--- config.mk ---
export PLATFORM = sky130hd
export DESIGN_NAME = sleep_timer_queue
export DESIGN_NICKNAME = d
export VERILOG_FILES = /design/src/rtl/core/stq_pkg.sv /design/src/rtl/core/sleep_timer_queue.sv /design/src/rtl/core/stq_ram.sv
export SDC_FILE = /design/constraint.sdc
export NUM_CORES = 1
export LEC_CHECK = 0
export BUFFER_PORTS_ARGS = -buffer_cell sky130_fd_sc_hd__buf_2
export CORE_MARGIN = 5
export CORE_UTILIZATION = 30
export CTS_CLUSTER_DIAMETER = 80
export DETAILED_ROUTE_END_ITERATION = 8
export HOLD_SLACK_MARGIN = 0.03
export PLACE_DENSITY = 0.42
export SETUP_SLACK_MARGIN = 0.5
export SKIP_CTS_REPAIR_TIMING = 1
export SLEW_MARGIN = 20
export SYNTH_ARGS = -nofsm -noshare
export SYNTH_HDL_FRONTEND = slang
export SYNTH_SLANG_ARGS = --single-unit
--- constraint.sdc ---
create_clock -name clk -period 11.8 [get_ports clk]
set_input_delay 0.59 -clock clk [delete_from_list [all_inputs] [get_ports clk]]
set_output_delay 0.59 -clock clk [all_outputs]
set_load 0.03 [all_outputs]
--- src/rtl/core/stq_pkg.sv ---
// Shared codes and constants for the sleep timer queue.
package stq_pkg;

  localparam int TICK_W      = 32;
  localparam int TARGET_W    = 8;
  localparam int MAX_RESULTS = 16;

  localparam logic [1:0] MODE_TICK  = 2'd0;
  localparam logic [1:0] MODE_QUERY = 2'd1;
  localparam logic [1:0] MODE_SLEEP = 2'd2;

  localparam logic [1:0] KIND_WAKE = 2'd0;
  localparam logic [1:0] KIND_TIME = 2'd1;
  localparam logic [1:0] KIND_FULL = 2'd2;
  localparam logic [1:0] KIND_NONE = 2'd3;

endpackage

--- src/rtl/core/sleep_timer_queue.sv ---
// Sleep timer queue: tick counter and a wake-time ordered table of sleepers.
// S_REPLY loads the result of a time query or table-full request once the output is free.
// A tick scans entries through S_TRD and S_TCMP until one is not due, then ends in S_TEND.
// A sleep request walks S_IRD and S_ICMP, moving later entries up one slot to open its slot.
// One request is in work at a time; a result may still wait at the output when the next
// is taken. Reset clears tick count, fill count and head pointer; the table RAM is not swept.
module sleep_timer_queue import stq_pkg::*; #(
  parameter int MAX_SLEEPERS = 16,
  parameter int ID_BITS      = 8
) (
  input  logic                clk,
  input  logic                rst,
  input  logic                in_valid,
  output logic                in_ready,
  input  logic [1:0]          mode,
  input  logic [7:0]          requester,
  input  logic [31:0]         duration,
  output logic                out_valid,
  input  logic                out_ready,
  output logic [1:0]          kind,
  output logic [TARGET_W-1:0] target,
  output logic [TICK_W-1:0]   time_value,
  output logic                last
);

  localparam int CNT_W    = $clog2(MAX_SLEEPERS + 1);
  localparam int ADDR_W   = (MAX_SLEEPERS > 1) ? $clog2(MAX_SLEEPERS) : 1;
  localparam int RAM_D    = 1 << ADDR_W;
  localparam int ENTRY_W  = TICK_W + ID_BITS;
  localparam int LIMIT    = (MAX_SLEEPERS < MAX_RESULTS) ? MAX_SLEEPERS : MAX_RESULTS;
  localparam logic [CNT_W-1:0] LIMIT_C = CNT_W'(LIMIT);
  localparam logic [CNT_W-1:0] FULL_C  = CNT_W'(MAX_SLEEPERS);

  typedef enum logic [2:0] {
    S_IDLE, S_REPLY, S_TRD, S_TCMP, S_TEND, S_IRD, S_ICMP
  } state_t;

  state_t              state;
  logic [TICK_W-1:0]   tick_count;
  logic [TICK_W-1:0]   key;          // deadline of a new sleeper, or the new count on a tick
  logic [CNT_W-1:0]    entry_count;
  logic [ADDR_W-1:0]   head;         // physical slot of the earliest deadline
  logic [CNT_W-1:0]    pos;          // walk position, shared by tick scan and insert
  logic [ID_BITS-1:0]  req_id;
  logic [ID_BITS-1:0]  pend_id;      // due sleeper held back until we know if it is the last
  logic                have_pend;
  logic [1:0]          reply_kind;

  logic                out_free;
  logic                out_load;
  logic [TICK_W-1:0]   sum;
  logic [ID_BITS+7:0]  req_ext;
  logic [ID_BITS+7:0]  pend_ext;
  logic [ID_BITS+7:0]  reqo_ext;
  logic [ENTRY_W-1:0]  rdata;
  logic [TICK_W-1:0]   rd_wake;
  logic                rd_due;
  logic [CNT_W-1:0]    rd_log;
  logic [ADDR_W-1:0]   raddr;
  logic                we;
  logic [ADDR_W-1:0]   waddr;
  logic [ENTRY_W-1:0]  wdata;

  assign in_ready = (state == S_IDLE);
  assign out_free = !out_valid || out_ready;

  // A new result goes into the output register this cycle.
  assign out_load = out_free && ((state == S_REPLY) || (state == S_TEND) ||
                                 (state == S_TCMP && rd_due && have_pend));

  // One adder serves both the tick increment and the deadline sum.
  assign sum = tick_count + ((mode == MODE_TICK) ? TICK_W'(1) : duration);

  // Mailbox ids are kept in ID_BITS and shown on the 8-bit target port.
  assign req_ext  = {{ID_BITS{1'b0}}, requester};
  assign pend_ext = {8'd0, pend_id};
  assign reqo_ext = {8'd0, req_id};

  // One compare unit: table entry against the key.
  assign rd_wake = rdata[ENTRY_W-1:ID_BITS];
  assign rd_due  = (rd_wake <= key);

  // Insert looks one slot below pos, tick scan looks at pos itself.
  assign rd_log = (state == S_IRD || state == S_ICMP) ? pos - CNT_W'(1) : pos;
  assign raddr  = head + rd_log[ADDR_W-1:0];

  always_comb begin
    we    = 1'b0;
    waddr = head + pos[ADDR_W-1:0];
    wdata = {key, req_id};
    unique case (state)
      S_IRD: begin
        we = (pos == '0);
      end
      S_ICMP: begin
        we = 1'b1;
        if (!rd_due) begin
          wdata = rdata;
        end
      end
      default: begin
        we = 1'b0;
      end
    endcase
  end

  stq_ram #(
    .WIDTH (ENTRY_W),
    .DEPTH (RAM_D)
  ) u_table (
    .clk   (clk),
    .we    (we),
    .waddr (waddr),
    .wdata (wdata),
    .raddr (raddr),
    .rdata (rdata)
  );

  always_ff @(posedge clk) begin
    if (rst) begin
      state       <= S_IDLE;
      out_valid   <= 1'b0;
      tick_count  <= '0;
      entry_count <= '0;
      head        <= '0;
      have_pend   <= 1'b0;
    end else begin
      if (out_valid && out_ready && !out_load) begin
        out_valid <= 1'b0;
      end
      unique case (state)
        S_IDLE: begin
          if (in_valid) begin
            req_id <= req_ext[ID_BITS-1:0];
            key    <= sum;
            unique case (mode)
              MODE_TICK: begin
                tick_count <= sum;
                pos        <= '0;
                have_pend  <= 1'b0;
                state      <= S_TRD;
              end
              MODE_QUERY: begin
                reply_kind <= KIND_TIME;
                state      <= S_REPLY;
              end
              MODE_SLEEP: begin
                if (entry_count >= FULL_C) begin
                  reply_kind <= KIND_FULL;
                  state      <= S_REPLY;
                end else begin
                  pos   <= entry_count;
                  state <= S_IRD;
                end
              end
              default: begin
                state <= S_IDLE;   // unused mode: dropped
              end
            endcase
          end
        end
        S_REPLY: begin
          if (out_free) begin
            out_valid  <= 1'b1;
            kind       <= reply_kind;
            target     <= reqo_ext[7:0];
            time_value <= (reply_kind == KIND_TIME) ? tick_count : '0;
            last       <= 1'b1;
            state      <= S_IDLE;
          end
        end
        S_TRD: begin
          // read of slot pos is in flight this cycle
          if (pos < entry_count && pos < LIMIT_C) begin
            state <= S_TCMP;
          end else begin
            state <= S_TEND;
          end
        end
        S_TCMP: begin
          if (!rd_due) begin
            state <= S_TEND;
          end else if (!have_pend || out_free) begin
            if (have_pend) begin
              out_valid  <= 1'b1;
              kind       <= KIND_WAKE;
              target     <= pend_ext[7:0];
              time_value <= '0;
              last       <= 1'b0;
            end
            pend_id   <= rdata[ID_BITS-1:0];
            have_pend <= 1'b1;
            pos       <= pos + CNT_W'(1);
            state     <= S_TRD;
          end
        end
        S_TEND: begin
          if (out_free) begin
            out_valid   <= 1'b1;
            kind        <= have_pend ? KIND_WAKE : KIND_NONE;
            target      <= have_pend ? pend_ext[7:0] : 8'd0;
            time_value  <= '0;
            last        <= 1'b1;
            head        <= head + pos[ADDR_W-1:0];
            entry_count <= entry_count - pos;
            state       <= S_IDLE;
          end
        end
        S_IRD: begin
          if (pos == '0) begin
            entry_count <= entry_count + CNT_W'(1);
            state       <= S_IDLE;
          end else begin
            state <= S_ICMP;
          end
        end
        S_ICMP: begin
          // equal deadlines stay ahead of the newcomer
          if (rd_due) begin
            entry_count <= entry_count + CNT_W'(1);
            state       <= S_IDLE;
          end else begin
            pos   <= pos - CNT_W'(1);
            state <= S_IRD;
          end
        end
        default: begin
          state <= S_IDLE;
        end
      endcase
    end
  end

endmodule

--- src/rtl/core/stq_ram.sv ---
// Generic simple dual-port RAM, one write and one registered read port.
module stq_ram #(
  parameter int WIDTH = 40,
  parameter int DEPTH = 16
) (
  input  logic                     clk,
  input  logic                     we,
  input  logic [$clog2(DEPTH)-1:0] waddr,
  input  logic [WIDTH-1:0]         wdata,
  input  logic [$clog2(DEPTH)-1:0] raddr,
  output logic [WIDTH-1:0]         rdata
);

  logic [WIDTH-1:0] mem [DEPTH];

  always_ff @(posedge clk) begin
    if (we) begin
      mem[waddr] <= wdata;
    end
    rdata <= mem[raddr];
  end

endmodule
# Yosys cells after proc, flatten, opt, wreduce, memory -nomap -nowiden
# Memory sizes are Yosys's and may differ from the RTL's. A register that Yosys moved wholly into a read port is not among the register bits.
# Index checks and enable logic that the tools add are counted.
[totals]
n_memories = 1
ram_bits = 640
ff_bits = 144
word_cells = 154
inputBits = 46
out_inout_bits = 45
[op_classes]
reduce_logical = 35
eq_ne = 24
bitwise_logic = 1
addsub = 7
n_lt_le_gt_ge = 4
muxes = 67
[mem_list]
columns = ["memory", "words", "width", "read_ports", "rd_clocked_by_memory_dff", "wr", "line", "source"]
rows = [
  ["u_table.mem", 16, 40, 1, 1, 1, "stq_ram.sv:14", "logic [WIDTH-1:0] mem [DEPTH];"],
]
[ops]
columns = ["op", "n"]
rows = [
  ["$mux 32", 7],
  ["$pmux 32 s3", 1],
  ["$mux 40", 2],
  ["$mux 8", 6],
  ["$mux 5", 8],
  ["$add 32x32->32", 1],
  ["$le 32x32->1", 1],
  ["$pmux 5 s3", 2],
  ["$mux 3", 8],
  ["$pmux 8 s3", 1],
  ["$pmux 3 s6", 1],
  ["$ne 2x2->1 const B", 8],
  ["$mux 1", 15],
  ["$mux 2", 7],
  ["$add 5x1->5 const B", 2],
  ["$pmux 5 s2", 1],
  ["$reduce_and 5->1", 2],
  ["$eq 3x3->1 const B", 3],
  ["$pmux 3 s3", 1],
  ["$reduce_and 3->1", 3],
  ["$reduce_bool 3->1", 3],
  ["$add 4x4->4", 2],
  ["$ne 2x1->1 const B", 4],
  ["$pmux 1 s2", 4],
  ["29 further kinds", 45],
]

# Longest topological paths before layout
[depth]
word_depth = 12
mapped_depth = 15
mapped_depth_nobuf = 14

# Hierarchy
# From an unflattened synthesis, not the netlist that was laid out.
[unflattened]
hier_cells = 2071
area_unflattened_um2 = 34700.8
[by_module_without_submodules]
columns = ["mod", "cells_each", "area_each_um2", "seq_area_each_um2", "instances"]
rows = [
  ["stq_ram", 1040, 25130.4, 20019.2, 1],
  ["sleep_timer_queue", 1031, 9570.4, 3863.7, 1],
]

# Worst setup path before layout
# OpenSTA, ideal clock, no wires.
[synth_timing]
path_kind = "register -> register"
from = "reg key[7]"
to = "reg kind[0], enable pin"
t_arrival_ps = 4807
path_buffers = 0
stages_incl_launch_ff = 11
setup_slack_ps = 6499
t_required_ps = 11306
setup_ps = 494
synth_period_minus_slack_ps = 5301
cell_sequence = "edfxtp_1 inv_1 ha_1 a21oi_2 o21a_1 o211ai_1 a2111oi_1 o2bb2ai_1 nor3_1 a21oi_1 nor3_1"
[synth_via]
elab_chain_len = 3
[synth_rtl]
columns = ["element", "line", "source"]
rows = [
  ["start: declaration", "sleep_timer_queue.sv:40", "logic [TICK_W-1:0] key;"],
  ["start signal: assignment", "sleep_timer_queue.sv:135", "key <= sum;"],
  ["$le 32x32->1", "sleep_timer_queue.sv:81", "assign rd_due = (rd_wake <= key);"],
  ["$ne 2x2->1 (no source line)", "n/a", ""],
  ["$reduce_and 7->1 (no source line)", "n/a", ""],
  ["end signal: assignment", "sleep_timer_queue.sv:165", "kind <= reply_kind;"],
  ["end signal: assignment", "sleep_timer_queue.sv:200", "kind <= have_pend ? KIND_WAKE : KIND_NONE;"],
  ["end: declaration", "sleep_timer_queue.sv:20", "output logic [1:0] kind,"],
]
# No other way between the ends.
# A chain may end at the register's enable or synchronous reset.

# Worst setup path after layout
[layout_timing]
from = "reg state[0]"
to = "reg u_table.rdata[12] (read register of u_table.mem)"
[layout_via]
elab_chain_len = 4
word_cells_on_any_way = 5
cone_classes = "1 x add/sub; 2 x eq/ne; 1 x mux; 1 x reduce/logical"
[layout_rtl]
columns = ["element", "line", "source"]
rows = [
  ["start: declaration", "sleep_timer_queue.sv:38", "state_t state;"],
  ["start signal: assignment", "sleep_timer_queue.sv:121", "state <= S_IDLE;"],
  ["start signal: assignment", "sleep_timer_queue.sv:141", "state <= S_TRD;"],
  ["start signal: assignment", "sleep_timer_queue.sv:145", "state <= S_REPLY;"],
  ["$eq 3x3->1", "sleep_timer_queue.sv:84", "assign rd_log = (state == S_IRD || state == S_ICMP) ? pos - CNT_W'(1) : pos;"],
  ["$logic_or 1x1->1 *", "sleep_timer_queue.sv:84", ""],
  ["$mux 4 *", "sleep_timer_queue.sv:84", ""],
  ["$add 4x4->4 *", "sleep_timer_queue.sv:85", "assign raddr = head + rd_log[ADDR_W-1:0];"],
  ["end: declaration", "stq_ram.sv:11", "output logic [WIDTH-1:0] rdata"],
]
# Mark *: on every way between the ends. The rest lies on a longest branch, timed or not.

==> impl_metrics.json <==
{
  "status": "finished, final reports clean",
  "number_of_global_route_vias_before_repair": 20104,
  "final_antenna_net_count": 0,
  "finalWeightedCongestion": 0.842,
  "drc": 0,
  "grt_overflow": 0,
  "design.final.nets": 2405,
  "synth-edff-count": 738,
  "die_area_um2": 123000,
  "period_share": 0.463,
  "power_per_cell_area_nw_per_um2": 167,
  "max-clock-path-buffers": 3,
  "achievable-frequency_ghz": 0.183,
  "clk_root_buffer_cell": "sky130_fd_sc_hd__clkbuf_16",
  "hold-path-endpoint": "req_id[6]",
  "p_leak_nw": 13.3,
  "detail_route.iter0.violations": 1346,
  "routed_wirelength_mm": 92.6,
  "filler_cell_count": 10885,
  "synth_seq_cells": 824,
  "firstDrtPassIters": 5,
  "hold_path_startpoint": "requester[6]",
  "wire_length_of_the_first_global_routing_pass_mm": 136,
  "placement_rows": 124,
  "drive_above_1_share": 0.203,
  "asr_flop_ratio_synth": 0,
  "diodes": 0,
  "worstRegToRegCells": 13,
  "fin_crit_ns": 5.47,
  "maximum_number_of_pins_on_one_net_before_global_route_repair": 94,
  "synthesized_netlist_net_count": 2300,
  "worstSetupEndpointType": "flip-flop",
  "rr_startpoint": "state[0]",
  "multi_input_comb_area_um2": 10300,
  "vias": 19284,
  "via_per_inst": 4.99,
  "floorplan.core_area_um2": 115000,
  "setup_viol": 0,
  "tightest_slew_ns": 1.05,
  "seq_area_frac_synth": 0.688,
  "fin_worst_skew_ns": 0.0231,
  "total_half_perimeter_wirelength_after_legalization_and_detailed_placement_mm": 51.5,
  "hp-class": "in -> reg",
  "critPathArrivalTime_ns": 5.97,
  "wl_per_cell_um": 24.0,
  "port_buffers": 90,
  "io_pins": 91,
  "slew_viol_final": 0,
  "holdPathStages": 1,
  "initial_utilization": 0.303,
  "setup_total_negative_slack_ns": 0,
  "finalHoldViolCount": 0,
  "synth_top_flop_cell": "sky130_fd_sc_hd__edfxtp_1",
  "cts_sinks": 824,
  "layout-area-overhead-vs-synth_pct": 15.7,
  "die_height_um": 350,
  "critical_path.max_fanout": 52,
  "cts_htree_levels": 3,
  "grt_antenna_before_repair": 1,
  "layout.area.seq_um2": 23900,
  "chipWidth_um": 350,
  "drv_cap": 0,
  "syn-mean-instance-area_um2": 16.0,
  "clkLatencyLatePin_ns": 0.66,
  "worst-endpoint-required_ns": 12.30,
  "r2r_setup_slack_ns": 6.33,
  "cts-buffers-inserted": 89,
  "worst_ir_drop_vdd_v": 0.000105,
  "synth-warning-count": 0,
  "slew_headroom": 0.293,
  "crit_type": "reg -> reg",
  "clkTransAtPathRegs_ns": 0.06,
  "syn-instance-count": 2169,
  "rsz_0062_raised_after_global_routing": "false",
  "regToRegEndpoint": "u_table.rdata[12]",
  "cts_tree": "yes",
  "groute.usage.overall": 0.150,
  "synth.distinct_cells": 80,
  "timing.hold.ws_ns": 0.118,
  "syn_area_um2": 34700,
  "startpoint_type": "flip-flop"
}
stage by stage:
step	setup slack, ns	utilization	power, mW	instances	cell area, µm²
CTS	6.32	0.350	6.82	3862	40100
global placement	6.43	0.323	3.93	3692	37100
finish	6.33	0.350	6.72	3862	40100
detailed placement	6.32	0.324	3.94	3695	37100
floorplan	6.50	-	3.73	2169	34700
global route	6.02	0.350	7.00	3862	40100
power by group:
| group | internal, mW | total [mW] | switching (mW) |
|---|---|---|---|
| logic | 0.218 | 0.580 | 0.362 |
| registers | 3.25 | 3.29 | 0.0425 |
| clock network | 1.70 | 2.85 | 1.15 |
| total | 5.17 | 6.72 | 1.55 |
critical path: stages (launching register included):
cell	delay, ns
sky130_fd_sc_hd__dfxtp_1	0.59
sky130_fd_sc_hd__inv_2	0.24
sky130_fd_sc_hd__nor2_1	0.24
sky130_fd_sc_hd__o21ai_1	0.08
sky130_fd_sc_hd__buf_4	0.21
sky130_fd_sc_hd__nand2_1	0.07
sky130_fd_sc_hd__o21ai_0	0.18
sky130_fd_sc_hd__fa_4	1.24
sky130_fd_sc_hd__buf_4	0.80
sky130_fd_sc_hd__buf_4	0.70
sky130_fd_sc_hd__mux4_2	0.40
sky130_fd_sc_hd__and2_1	0.17
sky130_fd_sc_hd__a211oi_1	0.26
sky130_fd_sc_hd__a31oi_1	0.06
kinds of logic after synthesis:
kind of cell               synth area share
DFF                                   0.688
and+or+nand+nor                      0.0707
AOI/OAI and AO/OA                    0.0669
buffers and inverters                0.0218
muxes                                 0.109
adders and majority gates            0.0315
xor gates and xnor gates             0.0119
layer usage:
metal,track usage,routed length (µm)
met5,0,0
met4,0.0435,2060
met3,0.0210,3970
met2,0.248,44200
met1,0.207,42400
how the worst max path moves through the flow:
stage                        start           endpoint  slack, ns
after floorplan             key[7]            kind[0]       6.50
after global placement    state[1]  u_table.rdata[19]       6.43
after detailed placement  state[0]  u_table.rdata[12]       6.32
after CTS                 state[0]  u_table.rdata[12]       6.32
after global routing      state[0]  u_table.rdata[12]       6.02
final                     state[0]  u_table.rdata[12]       6.33
synth_stat cells (4+ instances only):
library cell | number | area share
sky130_fd_sc_hd__dfxtp_1 | 86 | 0.050
sky130_fd_sc_hd__o21bai_1 | 4 | 0.00087
sky130_fd_sc_hd__clkbuf_1 | 89 | 0.0096
sky130_fd_sc_hd__o21ai_0 | 27 | 0.0039
sky130_fd_sc_hd__a211oi_1 | 49 | 0.011
sky130_fd_sc_hd__and2_1 | 75 | 0.014
sky130_fd_sc_hd__nand2_1 | 198 | 0.021
sky130_fd_sc_hd__o21ai_1 | 42 | 0.0061
sky130_fd_sc_hd__buf_1 | 4 | 0.00043
sky130_fd_sc_hd__nor2_1 | 66 | 0.0071
sky130_fd_sc_hd__a31oi_1 | 50 | 0.0090
sky130_fd_sc_hd__o22ai_1 | 10 | 0.0018
sky130_fd_sc_hd__xor2_1 | 10 | 0.0025
sky130_fd_sc_hd__xnor2_1 | 37 | 0.0093
sky130_fd_sc_hd__a221oi_1 | 9 | 0.0023
sky130_fd_sc_hd__mux2i_1 | 5 | 0.0014
sky130_fd_sc_hd__nand3_1 | 22 | 0.0032
sky130_fd_sc_hd__mux2_4 | 6 | 0.0026
sky130_fd_sc_hd__a21o_1 | 14 | 0.0030
sky130_fd_sc_hd__o211ai_1 | 5 | 0.0011
sky130_fd_sc_hd__ha_1 | 81 | 0.029
sky130_fd_sc_hd__a211o_1 | 5 | 0.0013
sky130_fd_sc_hd__buf_2 | 21 | 0.0030
sky130_fd_sc_hd__nor4_1 | 5 | 0.00090
sky130_fd_sc_hd__o21a_1 | 5 | 0.0011
sky130_fd_sc_hd__nor4b_1 | 4 | 0.0010
sky130_fd_sc_hd__edfxtp_1 | 738 | 0.64
sky130_fd_sc_hd__nand4_1 | 14 | 0.0025
sky130_fd_sc_hd__a22oi_1 | 9 | 0.0019
sky130_fd_sc_hd__a21oi_1 | 97 | 0.014
sky130_fd_sc_hd__nand2b_1 | 6 | 0.0011
sky130_fd_sc_hd__nor3_1 | 21 | 0.0030
sky130_fd_sc_hd__nor2b_1 | 39 | 0.0070
sky130_fd_sc_hd__inv_1 | 66 | 0.0071
sky130_fd_sc_hd__mux4_2 | 160 | 0.10
sky130_fd_sc_hd__fa_1 | 4 | 0.0023
sky130_fd_sc_hd__nor3b_1 | 10 | 0.0022
sky130_fd_sc_hd__and3_1 | 12 | 0.0022
placed cells by master, fill, tap and decap left out, types with 16 or more instances in the layout:
master                        n
sky130_fd_sc_hd__nor3_1      20
sky130_fd_sc_hd__edfxtp_1   738
sky130_fd_sc_hd__o21ai_1     41
sky130_fd_sc_hd__nand3_1     21
sky130_fd_sc_hd__and2_1      75
sky130_fd_sc_hd__mux4_2     160
sky130_fd_sc_hd__xnor2_1     35
sky130_fd_sc_hd__o21ai_0     27
sky130_fd_sc_hd__buf_2       90
sky130_fd_sc_hd__nor2_4      16
sky130_fd_sc_hd__dfxtp_1     86
sky130_fd_sc_hd__a21oi_1     97
sky130_fd_sc_hd__inv_1       66
sky130_fd_sc_hd__nor2_1      50
sky130_fd_sc_hd__buf_4       39
sky130_fd_sc_hd__clkbuf_16   91
sky130_fd_sc_hd__clkbuf_1    26
sky130_fd_sc_hd__ha_1        80
sky130_fd_sc_hd__a31oi_1     50
sky130_fd_sc_hd__a211oi_1    49
sky130_fd_sc_hd__nand2_1    198
sky130_fd_sc_hd__nor2b_1     39
registers in the layout, summed over array words and instances (netlist names):
signal         flops
req_id             8
key               32
u_table.rdata     40
state              3
pend_id            8
target             8
kind               2
entry_count        5
last               1
time_value        32
reply_kind         2
tick_count        32
out_valid          1
head               4
u_table.mem      640
pos                5
have_pend          1
final cells by class:
class	count	share of cell area
inverters	68	0.00636
clock buffers	123	0.0612
repair buffers	133	0.0211
clock inverters	44	0.0133
well taps	1512	0.0471
flip-flops and latches	824	0.595
multi-input cells	1158	0.256
Note: power is estimated with default switching activity, not from simulation.
